`src/rtl/positional_list_engine_top_defines.svh`:
```
// Assertion macros shared by the positional list engine RTL.
// No dependencies; taken in by `include where assertions are written.
`ifndef POSITIONAL_LIST_ENGINE_TOP_DEFINES_SVH
`define POSITIONAL_LIST_ENGINE_TOP_DEFINES_SVH

// Checked on every clock edge outside reset
`define PLE_ASSERT(label, prop, msg) \
    label: assert property (@(posedge i_clk) disable iff (!i_rst_n) prop) else $error(msg);

// Checked on every clock edge, reset included
`define PLE_ASSERT_ALWAYS(label, prop, msg) \
    label: assert property (@(posedge i_clk) prop) else $error(msg);

`endif

```
`src/rtl/ple_pkg.sv`:
```
// Package for the positional list engine: field widths, command and status codes.
// No dependencies; used by positional_list_engine_top.
`timescale 1ns / 1ps
`default_nettype none

package ple_pkg;

    localparam int unsigned CMD_W    = 4;
    localparam int unsigned POS_W    = 7;
    localparam int unsigned POS2_W   = 6;
    localparam int unsigned DATA_W   = 32;
    localparam int unsigned STATUS_W = 2;
    localparam int unsigned COUNT_W  = 7;

    typedef enum logic [CMD_W-1:0] {
        CMD_INSERT     = 4'd0,
        CMD_PUSH_FRONT = 4'd1,
        CMD_PUSH_BACK  = 4'd2,
        CMD_ERASE      = 4'd3,
        CMD_POP_FRONT  = 4'd4,
        CMD_POP_BACK   = 4'd5,
        CMD_SWAP       = 4'd6,
        CMD_READ       = 4'd7,
        CMD_CLEAR      = 4'd8
    } t_cmd;

    typedef enum logic [STATUS_W-1:0] {
        ST_OK    = 2'd0,
        ST_RANGE = 2'd1,
        ST_FULL  = 2'd2,
        ST_EMPTY = 2'd3
    } t_status;

endpackage

`default_nettype wire

```
`src/rtl/ple_ram.sv`:
```
// Generic single-write, single-read RAM with registered read data.
// No dependencies; holds the list entries of the positional list engine.
`timescale 1ns / 1ps
`default_nettype none

module ple_ram #(
    parameter int unsigned WIDTH = 32,
    parameter int unsigned DEPTH = 64
) (
    input  wire logic                     i_clk,
    input  wire logic                     i_we,
    input  wire logic [$clog2(DEPTH)-1:0] i_waddr,
    input  wire logic [WIDTH-1:0]         i_wdata,
    input  wire logic [$clog2(DEPTH)-1:0] i_raddr,
    output logic      [WIDTH-1:0]         o_rdata
);

    logic [WIDTH-1:0] r_mem [DEPTH];

    // Write port and registered read port
    always_ff @(posedge i_clk) begin
        if (i_we) begin
            r_mem[i_waddr] <= i_wdata;
        end
        o_rdata <= r_mem[i_raddr];
    end

endmodule

`default_nettype wire

```
`src/rtl/positional_list_engine_top.sv`:
```
// Positional list engine: ordered list of signed 32-bit values kept in one RAM.
// Depends on ple_pkg, ple_ram and positional_list_engine_top_defines.svh.
`timescale 1ns / 1ps
`default_nettype none

`include "positional_list_engine_top_defines.svh"

// The engine takes one command at a time and stalls its input until the result
// is in the output register; a finished result may wait there while the next
// command is taken. Entries live in a single-port-pair RAM and every move goes
// through it, one element at a time (read, then write back one place over), so
// the cost follows the number of entries moved. Swap and read use the RAM
// without a move; a pop from the back, clear, refused and unknown commands go
// straight to the result. A stalled receiver that holds a result in the output
// register keeps the next result waiting. Reset needs no clearing pass.
module positional_list_engine_top
    import ple_pkg::*;
#(
    parameter int unsigned DEPTH = 64
) (
    input  wire logic                       i_clk,
    input  wire logic                       i_rst_n,
    // command channel
    input  wire logic                       i_in_valid,
    output logic                            o_in_stall,
    input  wire logic        [CMD_W-1:0]    i_cmd,
    input  wire logic        [POS_W-1:0]    i_position,
    input  wire logic        [POS2_W-1:0]   i_second_position,
    input  wire logic signed [DATA_W-1:0]   i_item_value,
    // result channel
    output logic                            o_out_valid,
    input  wire logic                       i_out_stall,
    output logic             [STATUS_W-1:0] o_status,
    output logic signed      [DATA_W-1:0]   o_read_value,
    output logic             [COUNT_W-1:0]  o_count,
    output logic                            o_empty
);

    localparam int unsigned AW   = $clog2(DEPTH);
    localparam int unsigned CW   = $clog2(DEPTH + 1);
    localparam int unsigned CMPW = (CW > POS_W) ? CW : POS_W;

    typedef enum logic [3:0] {
        S_IDLE,
        S_MV_RD,
        S_MV_WR,
        S_PUT,
        S_SW_RD1,
        S_SW_RD2,
        S_SW_WR1,
        S_SW_WR2,
        S_RD1,
        S_RD2,
        S_DONE
    } t_state;

    t_state                r_state;
    logic [CW-1:0]         r_count;
    logic [AW-1:0]         r_idx;
    logic [AW-1:0]         r_tgt;
    logic                  r_dir;     // 1: walk upwards (erase), 0: downwards (insert)
    logic                  r_ins;
    logic [AW-1:0]         r_pos;
    logic [AW-1:0]         r_pos2;
    logic [DATA_W-1:0]     r_val;
    logic [DATA_W-1:0]     r_tmp;
    logic [DATA_W-1:0]     r_rd;
    t_status               r_status;
    logic                  r_out_valid;

    logic [AW-1:0]         n_step;
    t_status               n_status;
    t_state                n_launch;
    logic [CW-1:0]         n_idle_count;
    logic [AW-1:0]         n_idx;
    logic [AW-1:0]         n_tgt;
    logic                  cmd_grows;
    logic                  ram_we;
    logic [AW-1:0]         ram_waddr;
    logic [DATA_W-1:0]     ram_wdata;
    logic [AW-1:0]         ram_raddr;
    logic [DATA_W-1:0]     ram_rdata;

    logic                  in_xfer;
    logic                  out_xfer;
    logic                  done_load;
    logic                  is_full;
    logic                  no_entries;
    logic [CMPW-1:0]       cnt_ext;
    logic [CMPW-1:0]       pos_ext;
    logic [CMPW-1:0]       pos2_ext;
    logic                  pos_gt;
    logic                  pos_ge;
    logic                  pos2_ge;
    logic [AW-1:0]         pos_a;
    logic [AW-1:0]         pos2_a;
    logic [AW-1:0]         cnt_a;
    logic [AW-1:0]         last_a;
    logic [CMPW-1:0]       count_out;

    assign o_in_stall  = (r_state != S_IDLE);
    assign in_xfer     = i_in_valid && !o_in_stall;
    assign out_xfer    = r_out_valid && !i_out_stall;
    assign o_out_valid = r_out_valid;
    assign done_load   = (r_state == S_DONE) && (!r_out_valid || !i_out_stall);

    // Range checks against the current count
    assign cnt_ext      = CMPW'(r_count);
    assign pos_ext      = CMPW'(i_position);
    assign pos2_ext     = CMPW'(i_second_position);
    assign is_full      = (r_count >= CW'(DEPTH));
    assign no_entries   = (r_count == '0);
    assign pos_gt       = (pos_ext > cnt_ext);
    assign pos_ge       = (pos_ext >= cnt_ext);
    assign pos2_ge      = (pos2_ext >= cnt_ext);
    assign pos_a        = pos_ext[AW-1:0];
    assign pos2_a       = pos2_ext[AW-1:0];
    assign cnt_a        = cnt_ext[AW-1:0];
    assign last_a       = AW'(r_count - CW'(1));

    // Command decode: status, first state, count and move bounds
    always_comb begin
        n_status     = ST_OK;
        n_launch     = S_DONE;
        n_idle_count = r_count;
        cmd_grows    = 1'b0;
        n_idx        = cnt_a;
        n_tgt        = cnt_a;
        unique case (i_cmd)
            CMD_INSERT, CMD_PUSH_FRONT, CMD_PUSH_BACK: begin
                cmd_grows = 1'b1;
                if (i_cmd == CMD_INSERT) begin
                    n_tgt = pos_a;
                end else if (i_cmd == CMD_PUSH_FRONT) begin
                    n_tgt = '0;
                end
                if (is_full) begin
                    n_status = ST_FULL;
                end else if (i_cmd == CMD_INSERT && pos_gt) begin
                    n_status = ST_RANGE;
                end else begin
                    n_launch = S_MV_RD;
                end
            end
            CMD_ERASE, CMD_POP_FRONT: begin
                n_idx = (i_cmd == CMD_ERASE) ? pos_a : '0;
                n_tgt = last_a;
                if (no_entries) begin
                    n_status = ST_EMPTY;
                end else if (i_cmd == CMD_ERASE && pos_ge) begin
                    n_status = ST_RANGE;
                end else begin
                    n_launch = S_MV_RD;
                end
            end
            CMD_POP_BACK: begin
                if (no_entries) begin
                    n_status = ST_EMPTY;
                end else begin
                    n_idle_count = r_count - CW'(1);
                end
            end
            CMD_SWAP: begin
                if (no_entries) begin
                    n_status = ST_EMPTY;
                end else if (pos_ge || pos2_ge) begin
                    n_status = ST_RANGE;
                end else begin
                    n_launch = S_SW_RD1;
                end
            end
            CMD_READ: begin
                if (no_entries) begin
                    n_status = ST_EMPTY;
                end else if (pos_ge) begin
                    n_status = ST_RANGE;
                end else begin
                    n_launch = S_RD1;
                end
            end
            CMD_CLEAR: begin
                n_idle_count = '0;
            end
            default: begin
            end
        endcase
    end

    // Shared index stepper: the neighbour of the element being moved
    assign n_step = r_dir ? (r_idx + AW'(1)) : (r_idx - AW'(1));

    // RAM port control
    always_comb begin
        ram_we    = 1'b0;
        ram_waddr = r_idx;
        ram_wdata = ram_rdata;
        ram_raddr = n_step;
        unique case (r_state)
            S_MV_WR: begin
                ram_we = 1'b1;
            end
            S_PUT: begin
                ram_we    = 1'b1;
                ram_wdata = r_val;
            end
            S_SW_RD1, S_RD1: begin
                ram_raddr = r_pos;
            end
            S_SW_RD2: begin
                ram_raddr = r_pos2;
            end
            S_SW_WR1: begin
                ram_we    = 1'b1;
                ram_waddr = r_pos;
            end
            S_SW_WR2: begin
                ram_we    = 1'b1;
                ram_waddr = r_pos2;
                ram_wdata = r_tmp;
            end
            default: begin
            end
        endcase
    end

    ple_ram #(
        .WIDTH (DATA_W),
        .DEPTH (DEPTH)
    ) u_ram (
        .i_clk   (i_clk),
        .i_we    (ram_we),
        .i_waddr (ram_waddr),
        .i_wdata (ram_wdata),
        .i_raddr (ram_raddr),
        .o_rdata (ram_rdata)
    );

    assign count_out = CMPW'(r_count);

    // Sequencer, list count and output register
    always_ff @(posedge i_clk) begin
        if (!i_rst_n) begin
            r_state     <= S_IDLE;
            r_count     <= '0;
            r_out_valid <= 1'b0;
        end else begin
            if (done_load) begin
                r_out_valid <= 1'b1;
            end else if (out_xfer) begin
                r_out_valid <= 1'b0;
            end
            unique case (r_state)
                S_IDLE: begin
                    if (in_xfer) begin
                        r_status <= n_status;
                        r_rd     <= '0;
                        r_val    <= i_item_value;
                        r_pos    <= pos_a;
                        r_pos2   <= pos2_a;
                        r_count  <= n_idle_count;
                        r_idx    <= n_idx;
                        r_tgt    <= n_tgt;
                        r_dir    <= !cmd_grows;
                        r_ins    <= cmd_grows;
                        r_state  <= n_launch;
                    end
                end
                // Move loop: read the neighbour, then write it one place over
                S_MV_RD: begin
                    if (r_idx == r_tgt) begin
                        if (r_ins) begin
                            r_state <= S_PUT;
                        end else begin
                            r_count <= r_count - CW'(1);
                            r_state <= S_DONE;
                        end
                    end else begin
                        r_state <= S_MV_WR;
                    end
                end
                S_MV_WR: begin
                    r_idx   <= n_step;
                    r_state <= S_MV_RD;
                end
                S_PUT: begin
                    r_count <= r_count + CW'(1);
                    r_state <= S_DONE;
                end
                // Swap: read both, write both crossed over
                S_SW_RD1: begin
                    r_state <= S_SW_RD2;
                end
                S_SW_RD2: begin
                    r_tmp   <= ram_rdata;
                    r_state <= S_SW_WR1;
                end
                S_SW_WR1: begin
                    r_state <= S_SW_WR2;
                end
                S_SW_WR2: begin
                    r_state <= S_DONE;
                end
                S_RD1: begin
                    r_state <= S_RD2;
                end
                S_RD2: begin
                    r_rd    <= ram_rdata;
                    r_state <= S_DONE;
                end
                // Hand the result over once the output register is free
                S_DONE: begin
                    if (done_load) begin
                        o_status     <= r_status;
                        o_read_value <= $signed(r_rd);
                        o_count      <= count_out[COUNT_W-1:0];
                        o_empty      <= (r_count == '0);
                        r_state      <= S_IDLE;
                    end
                end
                default: begin
                    r_state <= S_IDLE;
                end
            endcase
        end
    end

    // Checks on the engine's own bookkeeping
    `PLE_ASSERT(a_count_bound, (r_count <= CW'(DEPTH)), "list count above depth")
    `PLE_ASSERT(a_busy_after_xfer, (in_xfer |=> o_in_stall), "command transfer did not start work")
    `PLE_ASSERT(a_write_in_list, (ram_we |-> (CW'(ram_waddr) <= r_count)), "RAM write past list end")
    `PLE_ASSERT_ALWAYS(a_reset_clears_out, (!i_rst_n |=> !o_out_valid), "result valid after reset")

endmodule

`default_nettype wire

```
`config.mk`:
```
export PLATFORM = sky130hd
export DESIGN_NAME = positional_list_engine_top
export DESIGN_NICKNAME = d
export VERILOG_FILES = /design/src/rtl/ple_pkg.sv /design/src/rtl/ple_ram.sv /design/src/rtl/positional_list_engine_top.sv
export VERILOG_INCLUDE_DIRS = /design/src /design/src/rtl
export SDC_FILE = /design/constraint.sdc
export NUM_CORES = 2
export LEC_CHECK = 0
export BUFFER_PORTS_ARGS = -buffer_cell sky130_fd_sc_hd__buf_2
export CAP_MARGIN = 20
export CORE_ASPECT_RATIO = 0.8
export CORE_MARGIN = 4
export CORE_UTILIZATION = 40
export DETAILED_ROUTE_END_ITERATION = 7
export GPL_TIMING_DRIVEN = 0
export PLACE_DENSITY_LB_ADDON = 0.15
export SLEW_MARGIN = 20
export SYNTH_ARGS = -nofsm -noshare
export SYNTH_HDL_FRONTEND = slang
export SYNTH_SLANG_ARGS = --single-unit
```
`constraint.sdc`:
```
create_clock -name i_clk -period 5.2 [get_ports i_clk]
set_input_delay 0.78 -clock i_clk [delete_from_list [all_inputs] [get_ports i_clk]]
set_output_delay 0.78 -clock i_clk [all_outputs]
set_load 0.02 [all_outputs]
```
==> Flow_metrics.wiki <==
{| class="wikitable"
! Metric !! Value
|-
| Net Count, Synth || around 6.6k
|-
| IO buf count || 95
|-
| Min-delay worst type || in -> reg
|-
| Critical Path Source Type || flip-flop
|-
| CTS H-tree lvls || 4
|-
| Cell at the root of the clock tree || sky130_fd_sc_hd__clkbuf_16
|-
| Finish-stage setup viols || 14
|-
| ANT nets after route || 0
|-
| Total wire length after detailed routing || between 400 and 500 mm
|-
| Critical Path, Cell by Cell || buf_6, nor2b_1, a32oi_1, nand2_1, buf_2, buf_1, clkbuf_1, nand2_1, a311oi_1, nor4_1, a21oi_1
|-
| CTS Buf Count || roughly 230
|-
| Clock tree from TritonCTS || yes
|-
| Routed WL per cell || 45.5 um
|-
| Worst rel slew slack || under 10%
|-
| Violations in the final reports || negative setup slack
|-
| Sequential area share after synthesis || between 70 and 80%
|-
| Antenna violations before repair || 63
|-
| Clk pin slew, worst setup/hold paths || ~0.060 ns
|-
| Vias in the first global route || 59.2k
|-
| Flop and latch count out of synthesis || 2,258
|-
| Insertion delay of the later-clocked pin in the worst-skew pair || around 0.9 ns
|-
| Width of the die || 538 um
|-
| Endpoints failing hold || 0
|-
| Reg2Reg Launch Point || r_state[0]
|-
| CP Buf/Inv Count || 4
|-
| Max clock buf depth || 4
|-
| Area occupied by multi-input gates || roughly 22,000 sq um
|-
| Distinct cell type count after synthesis || 91
|-
| Initial core utilization || about two fifths
|-
| Terminus of the critical flop-to-flop path || u_ram.o_rdata[8]
|-
| Post-synthesis cell count || ~6.5k
|-
| RSZ-0062 raised after global routing || false
|-
| Critical path required time || between 5 and 6 ns
|-
| Fraction of final layout cells sized beyond drive strength 1 || between 10% and 20%
|-
| Hold bufs inserted after CTS || 0
|-
| Most frequent CP cell || sky130_fd_sc_hd__nand2_1
|-
| Number of vias per cell after detailed routing || about 6.6
|-
| Total gr overflow || 0
|-
| Number of enable flip-flop cells after synthesis || 2,214
|-
| End point of the most critical hold path || r_val[12]
|-
| Largest net degree at the start of global routing || 65
|-
| Max-slew violation total from the final report || 0
|-
| Wire length of the first global-routing pass || ~600 mm
|-
| Worst path slowest cell || sky130_fd_sc_hd__buf_1
|-
| Kind of critical path || reg -> reg
|-
| Boundary pin count || 97
|-
| Proportion of synthesized flip-flops having asynchronous set or reset || 0%
|-
| Period utilisation layout || 105%
|-
| Cell Area, Synth || 89,900 sq um
|-
| Least-Margin Pin Slew || around 1.4 ns
|-
| Detailed-routing iteration count for the pre-antenna-repair pass || 6
|-
| Violation count after the first detailed-routing iteration || approximately 15k
|-
| Post-detailed-placement cell area || 101,000 sq um
|-
| Post-DP HPWL || between 300 and 400 mm
|-
| Yosys synthesis warning count || 0
|-
| Critical path's top delay family || buffers and inverters
|-
| Post-synth top flop || sky130_fd_sc_hd__edfxtp_1
|-
| Source of the worst hold timing path || i_item_value[12]
|-
| Worst Skew || approximately 0.075 ns
|-
| Fmax achieved || ~180 MHz
|-
| Number of cells traversed by the worst register-to-register path || 11
|-
| Arr. time, crit path || between 6 and 7 ns
|-
| Outcome || complete, but fails checks
|-
| Post-route worst setup slack || -0.235 ns
|-
| Hold Path Stages || 1
|-
| # rows || 155
|-
| Filler Cells Inserted || about 19k
|-
| Post-synthesis average cell area || 13.8 sq um
|-
| Relative area change from synthesis to final layout || 20.5%
|-
| Vias after detailed routing || slightly below 70k
|-
| Core outline area || 223,000 sq um
|-
| Number of DRC violations after detailed routing || 0
|-
| Worst R2R Setup Slack || -0.23 ns
|-
| Final weighted congestion of routability-driven global placement || ~1.1
|-
| Number of nets in the layout || 7,151
|-
| Sequential standard cell area || 67,400 sq um
|-
| Slowest stage delay, CP || ~0.88 ns
|-
| MaxCap Viol Count || 0
|-
| Crit end category || flip-flop
|-
| Design Area, Final || ~110,000 sq um
|-
| Global router's overall resource usage || between 30% and 40%
|-
| Area of the die || approximately 230,000 sq um
|-
| Sinks on Clock Net || approximately 2.3k
|-
| Period minus WS final || 5.43 ns
|-
| Worst-path fanout max || 10
|-
| Floorplan die height || between 400 and 500 um
|}
cells in the mapped netlist (9+ instances only):
cell type | instances | share of area (%)
sky130_fd_sc_hd__o22ai_1 | 67 | 0.47
sky130_fd_sc_hd__edfxtp_1 | 2214 | 74
sky130_fd_sc_hd__a211oi_1 | 15 | 0.13
sky130_fd_sc_hd__buf_4 | 48 | 0.40
sky130_fd_sc_hd__buf_6 | 19 | 0.24
sky130_fd_sc_hd__nor4_1 | 15 | 0.10
sky130_fd_sc_hd__o221ai_1 | 83 | 0.81
sky130_fd_sc_hd__buf_1 | 41 | 0.17
sky130_fd_sc_hd__dfxtp_1 | 44 | 0.98
sky130_fd_sc_hd__o211ai_1 | 10 | 0.083
sky130_fd_sc_hd__nand3_1 | 442 | 2.5
sky130_fd_sc_hd__a31oi_1 | 76 | 0.53
sky130_fd_sc_hd__clkbuf_1 | 148 | 0.62
sky130_fd_sc_hd__ha_1 | 19 | 0.26
sky130_fd_sc_hd__mux2i_1 | 283 | 3.1
sky130_fd_sc_hd__buf_2 | 143 | 0.80
sky130_fd_sc_hd__nand2_1 | 1534 | 6.4
sky130_fd_sc_hd__inv_1 | 50 | 0.21
sky130_fd_sc_hd__o21a_1 | 14 | 0.12
sky130_fd_sc_hd__nor2b_1 | 9 | 0.063
sky130_fd_sc_hd__nor2_1 | 158 | 0.66
sky130_fd_sc_hd__and3_1 | 81 | 0.56
sky130_fd_sc_hd__a222oi_1 | 31 | 0.35
sky130_fd_sc_hd__o21ai_0 | 128 | 0.71
sky130_fd_sc_hd__a311oi_1 | 16 | 0.16
sky130_fd_sc_hd__a22oi_1 | 14 | 0.12
sky130_fd_sc_hd__a21o_1 | 13 | 0.11
sky130_fd_sc_hd__and2_1 | 34 | 0.24
sky130_fd_sc_hd__a21oi_1 | 387 | 2.2
sky130_fd_sc_hd__a41oi_1 | 15 | 0.15
sky130_fd_sc_hd__a221oi_1 | 19 | 0.19
sky130_fd_sc_hd__a2111oi_0 | 11 | 0.11
sky130_fd_sc_hd__nand4_1 | 39 | 0.27
sky130_fd_sc_hd__nor3_1 | 121 | 0.67
repair_timing:
action | CTS | global route
gates resized for setup | 135 | 49
endpoints found under the setup margin | 32 | 67
pin swaps | 0 | 3
setup buffers | 0 | 4
placed cells by master, fill, tap and decap left out, types with 114 or more instances in the layout:
| cell | instances |
|---|---|
| sky130_fd_sc_hd__edfxtp_1 | 2214 |
| sky130_fd_sc_hd__mux2i_1 | 281 |
| sky130_fd_sc_hd__clkbuf_1 | 136 |
| sky130_fd_sc_hd__buf_12 | 125 |
| sky130_fd_sc_hd__buf_2 | 228 |
| sky130_fd_sc_hd__clkbuf_16 | 228 |
| sky130_fd_sc_hd__o21ai_0 | 114 |
| sky130_fd_sc_hd__nand2_1 | 1533 |
| sky130_fd_sc_hd__nand3_1 | 440 |
| sky130_fd_sc_hd__a21oi_1 | 377 |
layout make-up:
| type | instances | share of cell area, % |
|---|---|---|
| sequential | 2258 | 62.1 |
| multi-input combinational | 3783 | 19.8 |
| timing repair buffer | 354 | 5.59 |
| clock buffer | 282 | 5.47 |
| tap | 2983 | 3.44 |
| buffer | 405 | 2.18 |
| clock inverter | 126 | 0.998 |
| inverter | 51 | 0.241 |
| antenna | 38 | 0.0877 |
sequential cells by signal, indices dropped and copies added (netlist names), 7 cells and up:
register and count:
u_ram.r_mem 2048, o_read_value 32, r_rd 32, r_tmp 32, r_val 32, u_ram.o_rdata 32, cnt_ext 7, o_count 7
cell families after synthesis:
logic type                 Yosys count  share of synthesized area (%)
AOI/OAI and AO/OA                  988                           7.08
xor gates and xnor gates            13                          0.127
adders and majority gates           20                          0.287
buffers and inverters              457                           2.57
DFF                               2258                           74.9
muxes                              294                           3.30
and+or+nand+nor                   2468                           11.7
how the worst max path moves through the flow:
| stage | start | endpoint | slack [ns] | cells past startpoint |
|---|---|---|---|---|
| after floorplan | r_state[3] | r_dir | 1.18 | 5 |
| after global placement | r_state[0] | u_ram.r_mem[9][10] | -3.57 | 10 |
| after detailed placement | r_dir | u_ram.o_rdata[26] | -1.16 | 13 |
| after CTS | r_idx[0] | u_ram.o_rdata[26] | 0.01 | 13 |
| after global routing | r_dir | u_ram.o_rdata[20] | 0.03 | 13 |
| final | r_state[0] | u_ram.o_rdata[8] | -0.23 | 11 |
metrics by stage:
step	hold WS [ns]	util, %	setup TNS [ns]	setup WS [ns]	std cells
after floorplan	0.400	-	0	1.18	6498
after global placement	0.405	42.1	-6680.43	-3.57	9576
after detailed placement	0.406	45.0	-18.95	-1.16	9831
after CTS	0.0221	48.4	0	0.0125	10200
after global routing	0.0444	48.5	0	0.0295	10200
final	0.0526	48.5	-1.27	-0.235	10300
metal layers:
metal | vias up | share of wire (%) | track usage (%)
met1 | 34500 | 36 | 51.7
li1 | 25600 | - | -
met3 | 1396 | 17 | 19.4
met4 | 28 | 8.1 | 24.9
met2 | 6613 | 38 | 50.6
met5 | - | 0.079 | 0.230
Power is not shown: default switching activity piles up to over one toggle a cycle in this logic, so the estimate is an artifact.
